--- config.mk ---
export PLATFORM = sky130hd
export DESIGN_NAME = base64url_stream_encoder
export DESIGN_NICKNAME = d
export VERILOG_FILES = /design/src/hdl/b64e_pkg.sv /design/src/hdl/base64url_stream_encoder.sv /design/src/hdl/b64e_front.sv /design/src/hdl/b64e_queue.sv /design/src/hdl/b64e_back.sv
export SDC_FILE = /design/constraint.sdc
export NUM_CORES = 1
export LEC_CHECK = 0
export BUFFER_PORTS_ARGS = -buffer_cell sky130_fd_sc_hd__clkbuf_2
export CORE_ASPECT_RATIO = 0.75
export CORE_MARGIN = 2
export CORE_UTILIZATION = 30
export CTS_BUF_LIST = sky130_fd_sc_hd__clkbuf_4
export DETAILED_ROUTE_END_ITERATION = 7
export SLEW_MARGIN = 20
export SYNTH_ARGS = -nofsm -noshare
export SYNTH_HDL_FRONTEND = slang
export SYNTH_SLANG_ARGS = --single-unit
--- constraint.sdc ---
create_clock -name clk -period 3.9 [get_ports clk]
set_clock_uncertainty 0.2 [all_clocks]
set_input_delay 0.195 -clock clk [delete_from_list [all_inputs] [get_ports clk]]
set_output_delay 0.195 -clock clk [all_outputs]
set_load 0.02 [all_outputs]
--- src/hdl/b64e_pkg.sv ---
`default_nettype none

package b64e_pkg;

  // Work queue depth between the byte front end and the character back end
  localparam int QUEUE_DEPTH = 2;

  localparam logic [6:0] ASCII_UPPER_A = 7'h41;
  localparam logic [6:0] ASCII_LOWER_A = 7'h61;
  localparam logic [6:0] ASCII_DIGIT_0 = 7'h30;
  localparam logic [6:0] ASCII_DASH    = 7'h2D;
  localparam logic [6:0] ASCII_USCORE  = 7'h5F;

  localparam logic [5:0] SEXT_LOWER_BASE = 6'd26;
  localparam logic [5:0] SEXT_DIGIT_BASE = 6'd52;
  localparam logic [5:0] SEXT_DASH       = 6'd62;

  // Position of the next byte within its three-byte group
  typedef enum logic [1:0] {
    PH_FIRST  = 2'd0,
    PH_SECOND = 2'd1,
    PH_THIRD  = 2'd2
  } b64e_phase_t;

  // One queued work entry: one or two sextets for the back end
  typedef struct packed {
    logic [5:0] sext0;
    logic [5:0] sext1;
    logic       two;   // second sextet present
    logic       last;  // second sextet ends the message
  } b64e_work_t;

  function automatic logic [6:0] sextet_to_char(input logic [5:0] s);
    logic [6:0] c;
    priority if (s < SEXT_LOWER_BASE) begin
      c = ASCII_UPPER_A + {1'b0, s};
    end else if (s < SEXT_DIGIT_BASE) begin
      c = ASCII_LOWER_A + {1'b0, s - SEXT_LOWER_BASE};
    end else if (s < SEXT_DASH) begin
      c = ASCII_DIGIT_0 + {1'b0, s - SEXT_DIGIT_BASE};
    end else if (s == SEXT_DASH) begin
      c = ASCII_DASH;
    end else begin
      c = ASCII_USCORE;
    end
    return c;
  endfunction

endpackage

`default_nettype wire

--- src/hdl/base64url_stream_encoder.sv ---
`default_nettype none

// Unpadded base64url encoder for a byte stream.
// Input: one message byte per transfer on in_tdata; in_tlast marks the
// final byte of a message. Output: one ASCII character per transfer on
// out_tdata[6:0]; out_tlast marks the final character of the message and
// out_tuser[0] marks the last character produced by a given input byte.
// Bytes one and two of each three-byte group give one character each; the
// third byte, and any final byte that leaves bits over, gives two.
// Each byte passes through the work queue and then the output register
// before its first character is offered. One character per cycle leaves
// the output register while out_tready stays high, so a byte that yields
// two characters takes longer; the single character port sets this.
// A work queue of DEPTH entries sits between byte classification and
// character output, so in_tready stays high while the receiver stalls
// until the queue fills; a stalled character holds on out_tdata.
// Synchronous reset (rst_n low) restarts the group at its first byte and
// empties the queue and the output register.
module base64url_stream_encoder
  import b64e_pkg::*;
#(
  parameter int DEPTH = QUEUE_DEPTH
) (
  input  wire logic       clk,
  input  wire logic       rst_n,
  input  wire logic       in_tvalid,
  output logic            in_tready,
  input  wire logic [7:0] in_tdata,   // [7:0] data_byte
  input  wire logic       in_tlast,   // final_byte
  output logic            out_tvalid,
  input  wire logic       out_tready,
  output logic [7:0]      out_tdata,  // [6:0] out_char, [7] zero
  output logic            out_tlast,  // last_char
  output logic [0:0]      out_tuser   // [0] run_end
);

  b64e_work_t push_data;
  b64e_work_t pop_data;
  logic       q_push;
  logic       q_pop;
  logic       q_full;
  logic       q_empty;
  logic [6:0] char_w;
  logic       end_w;

  b64e_front u_front (
    .clk        (clk),
    .rst_n      (rst_n),
    .in_valid   (in_tvalid),
    .in_ready   (in_tready),
    .data_byte  (in_tdata),
    .final_byte (in_tlast),
    .q_full     (q_full),
    .q_push     (q_push),
    .q_data     (push_data)
  );

  b64e_queue #(
    .DEPTH (DEPTH)
  ) u_queue (
    .clk       (clk),
    .rst_n     (rst_n),
    .push      (q_push),
    .push_data (push_data),
    .full      (q_full),
    .pop       (q_pop),
    .pop_data  (pop_data),
    .empty     (q_empty)
  );

  b64e_back u_back (
    .clk       (clk),
    .rst_n     (rst_n),
    .q_data    (pop_data),
    .q_empty   (q_empty),
    .q_pop     (q_pop),
    .out_valid (out_tvalid),
    .out_ready (out_tready),
    .out_char  (char_w),
    .last_char (out_tlast),
    .run_end   (end_w)
  );

  assign out_tdata = {1'b0, char_w};
  assign out_tuser = end_w;

endmodule

`default_nettype wire

--- src/hdl/b64e_front.sv ---
`default_nettype none

module b64e_front
  import b64e_pkg::*;
(
  input  wire logic       clk,
  input  wire logic       rst_n,
  input  wire logic       in_valid,
  output logic            in_ready,
  input  wire logic [7:0] data_byte,
  input  wire logic       final_byte,
  input  wire logic       q_full,
  output logic            q_push,
  output b64e_work_t      q_data
);

  b64e_phase_t phase_r, phase_nxt;
  logic [3:0]  carry_r, carry_nxt;

  assign in_ready = !q_full;
  assign q_push   = in_valid && in_ready;

  always_ff @(posedge clk) begin
    if (!rst_n) begin
      phase_r <= PH_FIRST;
      carry_r <= '0;
    end else if (q_push) begin
      phase_r <= phase_nxt;
      carry_r <= carry_nxt;
    end
  end

  // Split the byte into sextets against the leftover bits of the group
  always_comb begin
    phase_nxt    = PH_FIRST;
    carry_nxt    = '0;
    q_data.sext0 = data_byte[7:2];
    q_data.sext1 = {data_byte[1:0], 4'b0000};
    q_data.two   = final_byte;
    q_data.last  = final_byte;
    unique case (phase_r)
      PH_SECOND: begin
        q_data.sext0 = {carry_r[1:0], data_byte[7:4]};
        q_data.sext1 = {data_byte[3:0], 2'b00};
        if (!final_byte) begin
          phase_nxt = PH_THIRD;
          carry_nxt = data_byte[3:0];
        end
      end
      PH_THIRD: begin
        q_data.sext0 = {carry_r[3:0], data_byte[7:6]};
        q_data.sext1 = data_byte[5:0];
        q_data.two   = 1'b1;
      end
      default: begin
        if (!final_byte) begin
          phase_nxt = PH_SECOND;
          carry_nxt = {2'b00, data_byte[1:0]};
        end
      end
    endcase
  end

endmodule

`default_nettype wire

--- src/hdl/b64e_queue.sv ---
`default_nettype none

module b64e_queue
  import b64e_pkg::*;
#(
  parameter int DEPTH = QUEUE_DEPTH
) (
  input  wire logic        clk,
  input  wire logic        rst_n,
  input  wire logic        push,
  input  wire b64e_work_t  push_data,
  output logic             full,
  input  wire logic        pop,
  output b64e_work_t       pop_data,
  output logic             empty
);

  localparam int AW = (DEPTH > 1) ? $clog2(DEPTH) : 1;
  localparam int CW = $clog2(DEPTH + 1);

  b64e_work_t     mem [DEPTH];
  logic [AW-1:0]  wr_ptr_r, wr_ptr_nxt;
  logic [AW-1:0]  rd_ptr_r, rd_ptr_nxt;
  logic [CW-1:0]  count_r, count_nxt;

  assign full     = (count_r == CW'(DEPTH));
  assign empty    = (count_r == '0);
  assign pop_data = mem[rd_ptr_r];

  always_comb begin
    wr_ptr_nxt = (wr_ptr_r == AW'(DEPTH - 1)) ? '0 : wr_ptr_r + 1'b1;
    rd_ptr_nxt = (rd_ptr_r == AW'(DEPTH - 1)) ? '0 : rd_ptr_r + 1'b1;
    count_nxt  = count_r;
    if (push && !pop) begin
      count_nxt = count_r + 1'b1;
    end else if (pop && !push) begin
      count_nxt = count_r - 1'b1;
    end
  end

  always_ff @(posedge clk) begin
    if (!rst_n) begin
      wr_ptr_r <= '0;
      rd_ptr_r <= '0;
      count_r  <= '0;
    end else begin
      count_r <= count_nxt;
      if (push) begin
        wr_ptr_r <= wr_ptr_nxt;
      end
      if (pop) begin
        rd_ptr_r <= rd_ptr_nxt;
      end
    end
  end

  always_ff @(posedge clk) begin
    if (push) begin
      mem[wr_ptr_r] <= push_data;
    end
  end

  a_no_push_full: assert property (@(posedge clk) disable iff (!rst_n)
    full |-> !push)
    else $error("queue written while full");

  a_no_pop_empty: assert property (@(posedge clk) disable iff (!rst_n)
    empty |-> !pop)
    else $error("queue read while empty");

endmodule

`default_nettype wire

--- src/hdl/b64e_back.sv ---
`default_nettype none

module b64e_back
  import b64e_pkg::*;
(
  input  wire logic        clk,
  input  wire logic        rst_n,
  input  wire b64e_work_t  q_data,
  input  wire logic        q_empty,
  output logic             q_pop,
  output logic             out_valid,
  input  wire logic        out_ready,
  output logic [6:0]       out_char,
  output logic             last_char,
  output logic             run_end
);

  logic       out_valid_r, out_valid_nxt;
  logic [6:0] out_char_r, out_char_nxt;
  logic       out_last_r, out_last_nxt;
  logic       out_end_r, out_end_nxt;
  logic       pend_r, pend_nxt;
  logic [5:0] pend_sext_r, pend_sext_nxt;
  logic       pend_last_r, pend_last_nxt;
  logic       load_ok;

  assign load_ok   = !out_valid_r || out_ready;
  assign out_valid = out_valid_r;
  assign out_char  = out_char_r;
  assign last_char = out_last_r;
  assign run_end   = out_end_r;

  always_comb begin
    q_pop         = 1'b0;
    out_valid_nxt = out_valid_r;
    out_char_nxt  = out_char_r;
    out_last_nxt  = out_last_r;
    out_end_nxt   = out_end_r;
    pend_nxt      = pend_r;
    pend_sext_nxt = pend_sext_r;
    pend_last_nxt = pend_last_r;
    if (load_ok) begin
      if (pend_r) begin
        // send the held second character of the entry
        out_valid_nxt = 1'b1;
        out_char_nxt  = sextet_to_char(pend_sext_r);
        out_last_nxt  = pend_last_r;
        out_end_nxt   = 1'b1;
        pend_nxt      = 1'b0;
      end else if (!q_empty) begin
        q_pop         = 1'b1;
        out_valid_nxt = 1'b1;
        out_char_nxt  = sextet_to_char(q_data.sext0);
        out_last_nxt  = 1'b0;
        out_end_nxt   = !q_data.two;
        pend_nxt      = q_data.two;
        pend_sext_nxt = q_data.sext1;
        pend_last_nxt = q_data.last;
      end else begin
        out_valid_nxt = 1'b0;
      end
    end
  end

  always_ff @(posedge clk) begin
    if (!rst_n) begin
      out_valid_r <= 1'b0;
      pend_r      <= 1'b0;
    end else begin
      out_valid_r <= out_valid_nxt;
      pend_r      <= pend_nxt;
    end
  end

  always_ff @(posedge clk) begin
    out_char_r  <= out_char_nxt;
    out_last_r  <= out_last_nxt;
    out_end_r   <= out_end_nxt;
    pend_sext_r <= pend_sext_nxt;
    pend_last_r <= pend_last_nxt;
  end

  a_pend_has_out: assert property (@(posedge clk) disable iff (!rst_n)
    pend_r |-> out_valid_r)
    else $error("second character held with no first character out");

  a_pend_not_end: assert property (@(posedge clk) disable iff (!rst_n)
    (pend_r && out_valid_r) |-> (!out_end_r && !out_last_r))
    else $error("first character of a pair flagged as end");

endmodule

`default_nettype wire

==> impl_metrics.csv <==
group,metric,value,unit
route,drtIter0Drc,230,
logic_synthesis,syn-num-nets,367,
logic_synthesis,yosys.cell_count.top_type,"edfxtp_1",
timing,setup_tns,0,ns
logic_synthesis,synth_top_family_by_area,"compound AO/OA/AOI/OAI gates",
cts,cts_sinks,57,
placed_design,hpwlAfterDp,5.50,mm
setup_path,reg2reg_setup_slack,0.75,ns
logic_synthesis,synth_xor_area_frac,0.0478,
setup_path,critPathBufInv,2,
pwr,clkPwrFrac,0.146,
logic_synthesis,synth-seq-cells,57,
grt,grt_pass1_wl,12.6,mm
grt,grt_pass1_vias,2486,
setup_path,r2r_end,"u_back.out_char[5]$_DFFE_PP_",
timing,min_period_over_period,0.807,
logic_synthesis,yosysTopAreaCellShare,0.376,
die,fp.dieArea,12600,um^2
logic_synthesis,synth-main-ff-cell,"edfxtp_1",
route,vias,2632,
logic_synthesis,synth_area_leaders,"edfxtp_1 38%, ha_1 8.2%, dfxtp_1 7.4%",
cells_and_area,fin_cells,517,
logic_synthesis,yosysSeqAreaShare,0.451,
pwr,ir_drop,212,uV
logic_synthesis,synth_area,3510,um^2
logic_synthesis,synth_compound_area_frac,0.183,
pwr,p_int,1680,uW
pwr,power.leakage,0.00154,uW
timing,worst_slew_pin_slew,0.950,ns
setup_path,worst-path-max-fanout,11,
worst_hold_path,hold_path.class,"input port to register",
timing,slew_headroom,0.364,
route,via_per_inst,5.09,
logic_synthesis,synth_top_area_cell,"edfxtp_1",
timing,fin_crit,3.15,ns
setup_path,crit_path_end_kind,"register",
timing,hold_viol,0,
placed_design,place_congestion,0.838,
grt,grt_max_degree,24,
cts,path_clk_slew,0.09,ns
logic_synthesis,synthSimpleGateAreaFrac,0.136,
logic_synthesis,yosys_warnings,0,
cts,cts_made_buffers,9,
setup_path,worst_path_max_delay_cell,"dfxtp_1",
die,die_h,97.7,um
setup_path,path_cells,"buf_4 > mux2i_1 > buf_4 > ha_1 > xnor2_1 > ha_1 > a221oi_1 > a211o_1 > a311oi_1 > a221oi_1",
die,ios,25,
setup_path,crit_end,"u_back.out_char[5]$_DFFE_PP_",
placed_design,dp.cells,489,
setup_path,startpoint_type,"register",
logic_synthesis,synthCells,331,
grt,antenna_found_initial,0,
timing,fmax,0.318,GHz
cts,cts_root_buf,"clkbuf_4",
grt,grt.overflow.total,0,
outcome,outcome,"complete, no violations",
route,routed_wl,7.61,mm
cts,clk-insertion-delay-late,0.40,ns
cells_and_area,drive_above_1_share,0.164,
setup_path,critPathMaxStageDelay,0.61,ns
logic_synthesis,yosysUniqueCellTypes,62,
logic_synthesis,synth_edf_count,44,
pwr,power,2900,uW
pwr,p_switching,1220,uW
route,drt-wirelength-per-cell,14.7,um
die,initial_core_util,0.306,
setup_path,ff2ff_path_depth,10,
setup_path,critPathRequiredTime,3.91,ns
timing,drv_slew,0,
route,postRouteAntennaNets,0,
pwr,seq_power_share,0.353,
die,fp-row-count,34,
setup_path,critical_path.top_delay_family,"compound AO/OA/AOI/OAI gates",
timing,setup_violations,0,
setup_path,path_depth,10,
die,die_x,129,um
cts,htree_num_levels,3,
logic_synthesis,syn_area_per_cell,10.6,um^2
logic_synthesis,synthTopCellsByCount,"44 x edfxtp_1, 32 x nand2_1, 23 x ha_1",
setup_path,crit_type,"register to register",
logic_synthesis,synth.mux.area_fraction,0.0627,
cts,cts_max_path_buffers,2,
logic_synthesis,synth-adder-area-share,0.0820,
placed_design,io_buffer_count,23,
cells_and_area,nets,404,
die,core_area,11500,um^2
cells_and_area,antenna_cells,0,
pwr,powerDensity,720,nW/um^2
cells_and_area,syn_to_final_growth,14.9,%
timing,rsz0062_at_grt,"false",
setup_path,arrival,3.16,ns
flow_run,max_cap_violations,0,
cells_and_area,fillers,1164,
pwr,pwr-share-comb,0.501,
grt,grtUsageTotal,0.128,
cts,cts_tree,"built",
route,drtPass1Iterations,5,
route,drc,0,
cells_and_area,final_util,0.351,
logic_synthesis,async_flop_share,0,
pwr,switching_share,0.422,
-- worst reg2reg max path: stages (launching register included) --
cell and delay (ns):
dfxtp_1 0.61, buf_4 0.30, mux2i_1 0.21, buf_4 0.19, ha_1 0.27, xnor2_1 0.14, ha_1 0.24, a221oi_1 0.25
a211o_1 0.19, a311oi_1 0.06, a221oi_1 0.31
-- state kept, by name (all words and copies together), names as in the netlist, named ones only --
name	flops
u_queue.rd_ptr_r	1
u_back.pend_sext_r	6
u_queue.wr_ptr_r	1
u_back.out_valid	1
u_queue.count_r	2
u_back.pend_last_r	1
u_back.last_char	1
u_back.pend_r	1
u_front.phase_r	2
u_back.run_end	1
u_front.carry_r	4
u_back.out_char	7
u_queue.mem	28
-- how the worst min path moves through the flow --
stage	startpoint	end	slack, ns	cells past startpoint
CTS	in_tdata[5]	u_queue.mem[0][11]$_DFFE_PP_	0.003	3
finish	in_tdata[5]	u_queue.mem[0][11]$_DFFE_PP_	0.04	3
detailed placement	in_tlast	u_queue.mem[0][0]$_DFFE_PP_	0.29	1
floorplan	in_tlast	u_queue.mem[0][0]$_DFFE_PP_	0.09	0
global route	in_tdata[5]	u_queue.mem[0][11]$_DFFE_PP_	0.04	3
global placement	in_tlast	u_queue.mem[1][0]$_DFFE_PP_	0.28	1
-- layout by cell type, fill, tap and decap left out, drive strengths merged, types with 5 or more instances in the layout --
master	count
edfxtp	44
clkbuf	33
nand2	32
ha	23
o21ai	19
inv	17
a21oi	16
a22oi	14
dfxtp	13
dlygate4sd3	12
nor2b	11
nor2	11
mux2	11
xnor2	10
and2	9
mux2i	8
xor2	7
nor3	6
buf	5
-- cells by family (layout without fill, tap and decap cells) --
logic type	Yosys count	in the layout
simple gates	91	91
flops	57	57
compound gates	92	92
buf+inv	31	73
other cells	1	1
fa+ha+maj	23	23
mux	19	19
xor+xnor	17	17
-- cell type report --
| cell class | count | area [um^2] | share of cell area |
|---|---|---|---|
| sequential | 57 | 1580 | 0.392 |
| inverter | 17 | 63.8 | 0.0158 |
| timing repair buffer | 40 | 273 | 0.0677 |
| multi-input combinational | 243 | 1800 | 0.446 |
| clock inverter | 6 | 58.8 | 0.0146 |
| clock buffer | 10 | 75.1 | 0.0186 |
| tap | 144 | 180 | 0.0447 |
-- power groups by stage --
stage               logic [uW]  registers (uW)  clock network [uW]
floorplan                 1080            1030                   0
global placement          1420            1040                   0
detailed placement        1440            1040                   0
CTS                       1450            1020                 440
global route              1610            1050                 468
finish                    1450            1030                 422
-- layer usage --
metal | wire, um | GRT usage
met5 | 0 | 0
met2 | 3230 | 0.185
met4 | 99 | 0.0334
met3 | 451 | 0.0391
met1 | 3840 | 0.186
-- repair_timing --
item                                   in CTS  in global routing
endpoints found under the hold margin      31                  0
resized for setup                           0                  0
hold buffers                               12                  0
setup buffers                               0                  0
-- metrics by stage --
step / area (um^2) / worst slack [ns] / hold slack (ns)
after floorplan: 3510 / 0.837 / 0.0939
after global placement: 3780 / 0.872 / 0.276
after detailed placement: 3780 / 0.798 / 0.285
after CTS: 4030 / 0.770 / 0.00319
after global routing: 4030 / 0.518 / 0.0386
final: 4030 / 0.753 / 0.0402
(Power assumes the default switching activity.)
